$ cat config.mk
export PLATFORM = sky130hd
export DESIGN_NAME = rpn_stack_evaluator
export DESIGN_NICKNAME = d
export VERILOG_FILES = /design/src/rtl/rse_pkg.sv /design/src/rtl/rse_div.sv /design/src/rtl/rpn_stack_evaluator.sv
export SDC_FILE = /design/constraint.sdc
export NUM_CORES = 2
export LEC_CHECK = 0
export ABC_AREA = 1
export BUFFER_PORTS_ARGS = -buffer_cell sky130_fd_sc_hd__buf_2
export CORE_MARGIN = 5
export CORE_UTILIZATION = 55
export DETAILED_ROUTE_END_ITERATION = 6
export PLACE_DENSITY = 0.8
export SYNTH_ARGS = -nofsm -noshare
export SYNTH_HDL_FRONTEND = slang
export SYNTH_SLANG_ARGS = --single-unit
$ cat constraint.sdc
create_clock -name i_clk -period 10.13 [get_ports i_clk]
set_clock_uncertainty 0.2 [all_clocks]
set_input_delay 1.5195 -clock i_clk [delete_from_list [all_inputs] [get_ports i_clk]]
set_output_delay 1.5195 -clock i_clk [all_outputs]
set_load 0.05 [all_outputs]
$ cat src/rtl/rse_pkg.sv
// ----------------------------------------------------------------------------
// rse_pkg
// Shared constants and types for the RPN stack evaluator: widths, stack
// depth, item kinds, status codes and the sequencer states.
// ----------------------------------------------------------------------------
package rse_pkg;

    localparam int STACK_DEPTH = 32;
    localparam int STACK_AW    = (STACK_DEPTH > 1) ? $clog2(STACK_DEPTH) : 1;
    localparam int STACK_CW    = $clog2(STACK_DEPTH + 1);
    localparam int DATA_W      = 32;
    localparam int NUM_W       = 31;
    localparam int OP_W        = 3;
    localparam int STATUS_W    = 3;
    localparam int DIV_CW      = $clog2(DATA_W);

    typedef enum logic [OP_W-1:0] {
        OP_PUSH = 3'd0,
        OP_ADD  = 3'd1,
        OP_SUB  = 3'd2,
        OP_MUL  = 3'd3,
        OP_DIV  = 3'd4,
        OP_END  = 3'd5,
        OP_BAD  = 3'd6
    } t_op;

    typedef enum logic [STATUS_W-1:0] {
        ST_OK       = 3'd0,
        ST_FEW      = 3'd1,
        ST_DIVZ     = 3'd2,
        ST_BADTOK   = 3'd3,
        ST_LEFTOVER = 3'd4,
        ST_OVERFLOW = 3'd5
    } t_status;

    typedef enum logic [2:0] {
        S_IDLE,
        S_DECODE,
        S_EXEC,
        S_DIV,
        S_WB,
        S_OUT
    } t_state;

endpackage

$ cat src/rtl/rse_div.sv
// ----------------------------------------------------------------------------
// rse_div
// Bit-serial signed divider, truncating toward zero. One quotient bit per
// cycle over the operand magnitudes; done pulses for one cycle when the
// quotient is ready. The divisor must be nonzero.
// ----------------------------------------------------------------------------
module rse_div (
    input  logic                       i_clk,
    input  logic                       i_rst_n,
    input  logic                       i_start,
    input  logic [rse_pkg::DATA_W-1:0] i_dividend,
    input  logic [rse_pkg::DATA_W-1:0] i_divisor,
    output logic                       o_done,
    output logic [rse_pkg::DATA_W-1:0] o_quot
);
    import rse_pkg::*;

    logic              r_busy;
    logic              r_done;
    logic              r_neg;
    logic [DIV_CW-1:0] r_cnt;
    logic [DATA_W-1:0] r_q;
    logic [DATA_W-1:0] r_rem;
    logic [DATA_W-1:0] r_dvs;

    logic [DATA_W-1:0] w_mag_n;
    logic [DATA_W-1:0] w_mag_d;
    logic [DATA_W:0]   w_shift;
    logic [DATA_W:0]   w_diff;
    logic              w_fit;

    assign w_mag_n = i_dividend[DATA_W-1] ? (~i_dividend + DATA_W'(1)) : i_dividend;
    assign w_mag_d = i_divisor[DATA_W-1]  ? (~i_divisor + DATA_W'(1))  : i_divisor;
    assign w_shift = {r_rem, r_q[DATA_W-1]};
    assign w_diff  = w_shift - {1'b0, r_dvs};
    assign w_fit   = ~w_diff[DATA_W];

    always_ff @(posedge i_clk) begin
        if (!i_rst_n) begin
            r_busy <= 1'b0;
            r_done <= 1'b0;
        end else begin
            r_done <= 1'b0;
            if (i_start) begin
                r_busy <= 1'b1;
            end else if (r_busy && r_cnt == DIV_CW'(DATA_W - 1)) begin
                r_busy <= 1'b0;
                r_done <= 1'b1;
            end
        end
    end

    always_ff @(posedge i_clk) begin
        if (i_start) begin
            r_q   <= w_mag_n;
            r_dvs <= w_mag_d;
            r_rem <= '0;
            r_cnt <= '0;
            r_neg <= i_dividend[DATA_W-1] ^ i_divisor[DATA_W-1];
        end else if (r_busy) begin
            r_rem <= w_fit ? w_diff[DATA_W-1:0] : w_shift[DATA_W-1:0];
            r_q   <= {r_q[DATA_W-2:0], w_fit};
            r_cnt <= r_cnt + DIV_CW'(1);
        end
    end

    assign o_done = r_done;
    assign o_quot = r_neg ? (~r_q + DATA_W'(1)) : r_q;

endmodule

$ cat src/rtl/rpn_stack_evaluator.sv
// ----------------------------------------------------------------------------
// rpn_stack_evaluator
// Evaluates pre-tokenized reverse Polish items on a 32-bit signed operand
// stack held in a memory, with a cached top of stack and a bit-serial divider.
//
//   channel | direction | handshake               | fields
//   --------+-----------+-------------------------+------------------------------
//   in      | input     | i_in_valid / o_in_stall | i_op, i_number
//   out     | output    | o_out_valid / i_out_stall | o_status, o_top_value, o_done_res
//
// From accept to result register: push, end, invalid, ignored and too few
// operands pass decode and output; divide by zero decode, execute, output;
// add, sub, mul decode, execute, write-back, output; div also waits on the
// bit-serial divider (one quotient bit per cycle) before write-back. Input
// is stalled until the cycle after the result is loaded; a new beat is
// taken while that result still waits downstream. Synchronous reset clears
// the stack count and latched error; the stack memory itself is not cleared.
// ----------------------------------------------------------------------------
module rpn_stack_evaluator (
    input  logic                                i_clk,
    input  logic                                i_rst_n,
    input  logic                                i_in_valid,
    output logic                                o_in_stall,
    input  logic [rse_pkg::OP_W-1:0]            i_op,
    input  logic [rse_pkg::NUM_W-1:0]           i_number,
    output logic                                o_out_valid,
    input  logic                                i_out_stall,
    output logic [rse_pkg::STATUS_W-1:0]        o_status,
    output logic signed [rse_pkg::DATA_W-1:0]   o_top_value,
    output logic                                o_done_res
);
    import rse_pkg::*;

    logic [DATA_W-1:0] r_mem [STACK_DEPTH];

    t_state              r_state,   n_state;
    t_op                 r_op,      n_op;
    logic [NUM_W-1:0]    r_num,     n_num;
    logic [STACK_CW-1:0] r_count,   n_count;
    t_status             r_err,     n_err;
    logic [DATA_W-1:0]   r_top,     n_top;
    logic [DATA_W-1:0]   r_res,     n_res;
    t_status             r_end_st,  n_end_st;
    logic [DATA_W-1:0]   r_end_val, n_end_val;
    logic [DATA_W-1:0]   r_a;

    logic                r_out_valid;
    logic [STATUS_W-1:0] r_out_status;
    logic [DATA_W-1:0]   r_out_top;
    logic                r_out_done;

    logic                w_we;
    logic [STACK_AW-1:0] w_waddr;
    logic [DATA_W-1:0]   w_wdata;
    logic [STACK_CW-1:0] w_below;
    logic [2*DATA_W-1:0] w_prod;
    logic                w_div_start;
    logic                w_div_done;
    logic [DATA_W-1:0]   w_quot;
    logic                w_out_load;
    logic                w_out_free;

    rse_div u_div (
        .i_clk      (i_clk),
        .i_rst_n    (i_rst_n),
        .i_start    (w_div_start),
        .i_dividend (r_a),
        .i_divisor  (r_top),
        .o_done     (w_div_done),
        .o_quot     (w_quot)
    );

    assign w_below    = r_count - STACK_CW'(2);
    assign w_prod     = r_a * r_top;
    assign w_out_free = ~r_out_valid | ~i_out_stall;

    always_ff @(posedge i_clk) begin
        if (w_we) begin
            r_mem[w_waddr] <= w_wdata;
        end
        r_a <= r_mem[w_below[STACK_AW-1:0]];
    end

    always_comb begin
        n_state     = r_state;
        n_op        = r_op;
        n_num       = r_num;
        n_count     = r_count;
        n_err       = r_err;
        n_top       = r_top;
        n_res       = r_res;
        n_end_st    = r_end_st;
        n_end_val   = r_end_val;
        w_we        = 1'b0;
        w_waddr     = w_below[STACK_AW-1:0];
        w_wdata     = r_res;
        w_div_start = 1'b0;
        w_out_load  = 1'b0;
        case (r_state)
            S_IDLE: begin
                if (i_in_valid) begin
                    n_op    = t_op'(i_op);
                    n_num   = i_number;
                    n_state = S_DECODE;
                end
            end
            S_DECODE: begin
                n_state = S_OUT;
                if (r_op == OP_END) begin
                    n_end_st  = r_err;
                    n_end_val = '0;
                    if (r_err == ST_OK) begin
                        if (r_count != STACK_CW'(1)) begin
                            n_end_st = ST_LEFTOVER;
                        end else begin
                            n_end_val = r_top;
                        end
                    end
                    n_count = '0;
                    n_err   = ST_OK;
                    n_top   = '0;
                end else if (r_err == ST_OK) begin
                    case (r_op)
                        OP_PUSH: begin
                            if (r_count >= STACK_CW'(STACK_DEPTH)) begin
                                n_err = ST_OVERFLOW;
                            end else begin
                                w_we    = 1'b1;
                                w_waddr = r_count[STACK_AW-1:0];
                                w_wdata = {1'b0, r_num};
                                n_count = r_count + STACK_CW'(1);
                                n_top   = {1'b0, r_num};
                            end
                        end
                        OP_ADD, OP_SUB, OP_MUL, OP_DIV: begin
                            if (r_count < STACK_CW'(2)) begin
                                n_err = ST_FEW;
                            end else begin
                                n_state = S_EXEC;
                            end
                        end
                        default: begin
                            n_err = ST_BADTOK;
                        end
                    endcase
                end
            end
            S_EXEC: begin
                n_state = S_WB;
                case (r_op)
                    OP_ADD: n_res = r_a + r_top;
                    OP_SUB: n_res = r_a - r_top;
                    OP_MUL: n_res = w_prod[DATA_W-1:0];
                    default: begin
                        if (r_top == '0) begin
                            n_err   = ST_DIVZ;
                            n_state = S_OUT;
                        end else begin
                            w_div_start = 1'b1;
                            n_state     = S_DIV;
                        end
                    end
                endcase
            end
            S_DIV: begin
                if (w_div_done) begin
                    n_res   = w_quot;
                    n_state = S_WB;
                end
            end
            S_WB: begin
                w_we    = 1'b1;
                w_waddr = w_below[STACK_AW-1:0];
                w_wdata = r_res;
                n_count = r_count - STACK_CW'(1);
                n_top   = r_res;
                n_state = S_OUT;
            end
            S_OUT: begin
                if (w_out_free) begin
                    w_out_load = 1'b1;
                    n_state    = S_IDLE;
                end
            end
            default: begin
                n_state = S_IDLE;
            end
        endcase
    end

    always_ff @(posedge i_clk) begin
        if (!i_rst_n) begin
            r_state <= S_IDLE;
            r_count <= '0;
            r_err   <= ST_OK;
            r_top   <= '0;
        end else begin
            r_state <= n_state;
            r_count <= n_count;
            r_err   <= n_err;
            r_top   <= n_top;
        end
    end

    always_ff @(posedge i_clk) begin
        r_op      <= n_op;
        r_num     <= n_num;
        r_res     <= n_res;
        r_end_st  <= n_end_st;
        r_end_val <= n_end_val;
    end

    always_ff @(posedge i_clk) begin
        if (!i_rst_n) begin
            r_out_valid <= 1'b0;
        end else if (w_out_load) begin
            r_out_valid <= 1'b1;
        end else if (!i_out_stall) begin
            r_out_valid <= 1'b0;
        end
    end

    always_ff @(posedge i_clk) begin
        if (w_out_load) begin
            if (r_op == OP_END) begin
                r_out_status <= r_end_st;
                r_out_top    <= r_end_val;
                r_out_done   <= 1'b1;
            end else begin
                r_out_status <= r_err;
                r_out_top    <= r_top;
                r_out_done   <= 1'b0;
            end
        end
    end

    assign o_in_stall  = (r_state != S_IDLE);
    assign o_out_valid = r_out_valid;
    assign o_status    = r_out_status;
    assign o_top_value = $signed(r_out_top);
    assign o_done_res  = r_out_done;

endmodule

After elaboration in Yosys (flattened, before gate mapping)
Memories as Yosys holds them, arrays and structs flattened. A register that Yosys moved wholly into a read port is not among the register bits.
Index checks and enable logic that the tools add are counted.
- word-level logic and storage cells: 159
- flip-flop bits (word level): 286
- output and inout bits: 38
- bits in latches: 0
- bits in writable memories: 1024
- memories kept: 1
- bits in read-only memories: 0
- input bits: 38
- order comparisons: 2
- shift-type cells: 0
- bitwise logic cells: 10
- multipliers: 1
- divide/modulo/power cells: 0
- reduce and logical (&&, ||, !) cells: 21
- mux-type cells: 69
- add/sub/neg operators: 10
- equal/unequal tests: 24
- memories (name ; depth ; bits a word ; read ports ; clocked after Yosys merged registers in ; write ports ; RTL line ; RTL):
    r_mem ; 32 ; 32 ; 1 ; 1 ; 1 ; rpn_stack_evaluator.sv:34 ; logic [DATA_W-1:0] r_mem [STACK_DEPTH];
- operators by type and width (operator ; count):
    32-bit 2-to-1 mux ; 16
    32-bit case mux with 2 select lines ; 2
    32-bit by 1-bit adder with 32-bit output, second input constant ; 3
    32-bit NOT ; 3
    32-bit case mux with 3 select lines ; 1
    3-bit 2-to-1 mux ; 18
    33-bit by 32-bit subtractor with 33-bit output ; 1
    32-bit adder ; 1
    32-bit logical NOT ; 1
    32-bit by 32-bit multiplier with 32-bit output ; 1
    32-bit subtractor ; 1
    31-bit 2-to-1 mux ; 1
    5-bit 2-to-1 mux ; 5
    6-bit 2-to-1 mux ; 4
    3-bit case mux with 6 select lines ; 1
    1-bit 2-to-1 mux ; 17
    3-bit by 2-bit equality test with 1-bit output, second input constant ; 4
    3-bit equality test, second input constant ; 4
    4-bit inequality test, second input constant ; 3
    3-bit case mux with 2 select lines ; 2
    6-bit case mux with 2 select lines ; 1
    2-bit nonzero test ; 5
    3-bit logical NOT ; 3
    2-bit inequality test, second input constant ; 4
    25 further kinds ; 35

Depth between registers and ports, before layout
- word-level depth: 8
- mapped depth: 38
- gate-level depth less buffers: 36

By module
A second synthesis with hierarchy kept.
- cell total of the unflattened synthesis: 7860
- area total of the unflattened synthesis: 76886.2 um2
- modules (own cells, without submodules) (module ; sequential area each (um2) ; cells an instance ; times used ; area each (um2)):
    rpn_stack_evaluator ; 36404.9 ; 6385 ; 1 ; 67668.6
    rse_div ; 2732.6 ; 1475 ; 1 ; 9217.6

Least setup slack after synthesis
No wires, ideal clock.
- kind: flip-flop to flip-flop
- start point: register r_top[5]
- end point: register r_res[26], data pin
- stages on the path, launching flop included: 29
- period minus slack after synthesis: 7.055 ns
- setup time: 0.269 ns
- path buffers: 2
- arrival: 6.586 ns
- setup slack: 3.075 ns
- data required time: 9.661 ns
- cells stage by stage: dfxtp_1 > clkbuf_1 > buf_1 > nand2_1 > inv_1 > fa_1 > fa_1 > fa_1 > inv_1 > fa_1 > inv_1 > fa_1 > inv_1 > fa_1 > inv_1 > fa_1 > fa_1 > ha_1 > nand2_1 > nor2_1 > nor3b_1 > nand4_1 > nand3_1 > a21o_1 > nand2_1 > nand4_1 > nand3_1 > nand3_1 > o21ai_0
- cells in the longest elaborated chain, start to end: 3
- elaborated cells on any way between the ends: 5
- classes of those cells: 2 x add/sub; 1 x mul; 2 x mux
- RTL lines (item ; RTL line ; RTL):
    start, declared ; rpn_stack_evaluator.sv:41 ; logic [DATA_W-1:0] r_top, n_top;
    start signal, assigned ; rpn_stack_evaluator.sv:201 ; r_top <= n_top;
    32-bit by 32-bit multiplier with 32-bit output, or another cell as far along ; rpn_stack_evaluator.sv:74 ; assign w_prod = r_a * r_top;
    32-bit case mux with 3 select lines * ; rpn_stack_evaluator.sv:150 ; case (r_op)
    32-bit case mux with 2 select lines * ; rpn_stack_evaluator.sv:99 ; case (r_state)
    via n_res[26] ; rpn_stack_evaluator.sv:42 ; logic [DATA_W-1:0] r_res, n_res;
    end signal, assigned ; rpn_stack_evaluator.sv:208 ; r_res <= n_res;
    end, declared ; rpn_stack_evaluator.sv:42 ;
Mark *: on every way through the listed nets, which the timed path passes. The rest lies on a longest branch.
A chain may end at the register's enable or synchronous reset.

Worst setup path after layout
- start point: register r_a[16] (read register of r_mem)
- end point: register r_res[26], data pin
- cells in the longest elaborated chain, start to end: 3
- elaborated cells on any way between the ends: 5
- classes of those cells: 2 x add/sub; 1 x mul; 2 x mux
- RTL lines (item ; RTL line ; RTL):
    start, declared ; rpn_stack_evaluator.sv:45 ; logic [DATA_W-1:0] r_a;
    32-bit by 32-bit multiplier with 32-bit output, or another cell as far along ; rpn_stack_evaluator.sv:74 ;
    32-bit case mux with 3 select lines * ; rpn_stack_evaluator.sv:150 ;
    32-bit case mux with 2 select lines * ; rpn_stack_evaluator.sv:99 ;
    via n_res[26] ; rpn_stack_evaluator.sv:42 ;
Marked as above.

==> PnR_summary.wiki <==
{| class="wikitable"
! Metric !! Value
|-
| Status || complete, but fails checks
|-
| Violated checks || design-rule violations
|-
| Yosys warning count || 0
|-
| Setup TNS || 0 ps
|-
| Routability-driven placement congestion ratio || 1.008
|-
| # port buffers || 75
|-
| Post-synth net total || 8216
|-
| Maximum Capacitance Violations || 0
|-
| Clock transition at the register clock pins on the worst setup and hold paths after CTS || 60 ps
|-
| RSZ-0062 raised after global routing || false
|-
| Finished Cell Area || 82690 um^2
|-
| Number of H-tree branching levels || 4
|-
| Post-cts resize count || 0
|-
| Count of final setup violators || 0
|-
| Wire length of the first global-routing pass || 343.7 mm
|-
| Yosys cell types || 65
|-
| Share of the synthesized area in the top cell type || 48.47%
|-
| Vert. Die Dim || 381.6 um
|-
| Sequential area share after synthesis || 51.53%
|-
| Synth cell count leaders || nand2_1 (1240), edfxtp_1 (1226), inv_1 (1032), nor2_1 (899), o21ai_0 (829)
|-
| Primary FF master, synth || edfxtp_1
|-
| Number of antenna violations at the first check in global routing || 9
|-
| Width of the die || 381.6 um
|-
| Worst path required time || 10400 ps
|-
| Final Net Count || 8131
|-
| Kind of capture point of the worst setup path || flip-flop
|-
| Antenna-violating nets left || 0
|-
| Final Non-Filler Cells || 9388
|-
| Relative slew margins || 4.998%
|-
| Post-DR wirelength/cell || 24.56 um
|-
| Data arrival time at the worst-slack endpoint || 8240 ps
|-
| Vias post-DR || 58110
|-
| Synth async-reset ratio || 0%
|-
| Total congestion overflow || 0
|-
| Bufs on Longest Clock Path || 3
|-
| Buffers inserted during post-CTS setup optimization || 0
|-
| Syn Inst Count || 7569
|-
| Wirelength, routed || 230.5 mm
|-
| Starting density of the core || 55.31%
|-
| DRC violations left || 2
|-
| Inst Count DP || 9144
|-
| Layout cell share with drive strength beyond 1 || 7.982%
|-
| Maximum clock frequency || 0.1256 GHz
|-
| Post-route clock period utilization || 78.62%
|-
| First-pass DRT Iterations || 7
|-
| TritonCTS clock tree || done
|-
| Cell with the most instances after synthesis || nand2_1
|-
| Core ar. || 137300 um^2
|-
| Type of the most critical hold path || flip-flop to flip-flop
|-
| Largest net degree at the start of global routing || 220
|-
| Maximum fanout count along the critical path || 16
|-
| Crit path kind || flip-flop to flip-flop
|-
| Cell types occupying the most area after synthesis || edfxtp_1 (48%), fa_1 (11%), nand2_1 (6.1%), o21ai_0 (5.5%), inv_1 (5.1%)
|-
| Clock tree root driver cell || clkbuf_16
|-
| Post-synth EDFFs || 1226
|-
| Count of routing violations after the opening detailed-route iteration || 9163
|-
| Total GRT Usage || 31.12%
|-
| Layout-stage area growth over the synthesis result || 8.864%
|-
| Crit start category || flip-flop
|-
| Number of global-route vias before repair || 56450
|-
| Worst-skew pair later-pin latency || 780 ps
|-
| Post-detail-place hpwl || 146.5 mm
|-
| Number of flip-flops and latches in the synthesized netlist || 1342
|-
| DIE AREA || 145600 um^2
|-
| CTS Buf Count || 131
|-
| Via density per instance || 6.190
|-
| Cell row count || 136
|-
| Worst-margin pin slew || 1423 ps
|-
| Shortest clock period the worst path allows after layout || 7964 ps
|-
| Synth area leader || edfxtp_1
|-
| Area post-placement || 78430 um^2
|-
| Number of sinks handled by clock tree synthesis || 1342
|-
| Top-level I/O count || 76
|-
| Mapped cell area || 75950 um^2
|-
| Hold violation count in the final report || 0
|-
| Max-slew violation count || 0
|-
| Number of hold-repair buffers added at the cts stage || 0
|-
| Per-instance average area after synthesis || 10.03 um^2
|}
[metal layers]
| metal | GRT usage, % | vias up | routed length, um |
|---|---|---|---|
| li1 | - | 25280 | - |
| met1 | 41.45 | 27970 | 83550 |
| met2 | 47.69 | 4108 | 101700 |
| met3 | 8.345 | 754 | 31810 |
| met4 | 15.25 | 6 | 13480 |
| met5 | 0 | - | 41 |
[cells in the final DEF (no fill, tap or decap), drive strengths merged, types with 71 or more instances in the layout]
master / instances
nor2: 911
inv: 1046
o221ai: 176
o21ai: 855
a21oi: 145
xor2: 76
clkbuf: 175
buf: 222
fa: 410
dfxtp: 116
ha: 199
nand2: 1270
a211oi: 71
o22ai: 85
edfxtp: 1226
nand3: 195
[state kept, by name, summed over array words and instances (netlist names), 3 cells and up]
signal and cells:
r_end_st 3, u_div.r_dvs 32, r_a 32, r_count 6, r_mem 1024, r_top 32
o_top_value 32, u_div.r_rem 32, r_res 32, r_end_val 32, u_div.r_cnt 5, u_div.r_q 32
r_state 3, r_op 3, o_status 3, r_err 3, r_num 31
[path summary, 6_finish.rpt]
kind / cells past startpoint / slack [ps] / start / end
setup / recovery: 26 / 2170 / r_a[16] / r_res[26]
setup reg to reg: 26 / 2170 / r_a[16] / r_res[26]
hold / removal: 2 / 290 / u_div.r_rem[30] / u_div.r_rem[30]
hold reg to reg: 2 / 290 / u_div.r_rem[30] / u_div.r_rem[30]
[cell type report]
class                           instances  area [um^2]
Fill cell                           10570        54640
Antenna cell                            2        5.005
Timing Repair Buffer                  222         1540
Tap cell                             1794         2245
Clock buffer                          175         3590
Clock inverter                         66        653.1
Multi-Input combinational cell       4741        31560
Inverter                             1046         3946
Sequential cell                      1342        39150
[logic make-up (layout without fill, tap and decap cells)]
kind of cell | count (synthesis) | count (layout) | synth area share (%)
other cells | 0 | 2 | 0
xor+xnor | 113 | 113 | 1.313
buf+inv | 1486 | 1509 | 7.566
flops | 1342 | 1342 | 51.53
compound gates | 1521 | 1521 | 12.12
fa+ha+maj | 609 | 609 | 14.08
simple gates | 2498 | 2498 | 13.39
[worst max-delay path, cell delays in order (launching register included)]
cell and delay (ps):
dfxtp_1 1260, nand2_1 110, inv_1 130, fa_1 390, inv_1 80, fa_1 440
fa_1 500, fa_1 560, inv_1 60, fa_1 510, inv_1 60, fa_1 540
inv_1 50, fa_1 490, fa_1 420, ha_1 360, nand2_1 120, nor2_1 150
nor3b_1 400, nand4_1 150, nand3_1 140, a21o_1 160, nand2_1 70, nand4_1 80
nand3_1 90, nand3_1 90, o21ai_0 80
[stage by stage]
step | hold WS (ps) | setup slack, ps | utilization [%]
6_report | 289.7 | 2166 | 60.21
2_1_floorplan | 245.1 | 3075 | -
4_1_cts | 288.3 | 2334 | 60.20
5_1_grt | 305.6 | 1912 | 60.21
3_5_place_dp | 271.9 | 2337 | 57.11
3_3_place_gp | 264.0 | 2418 | 57.10
Power is left out: the tool's default activity adds up to more than one toggle a clock period on the data nets, which glitch-free logic cannot reach.
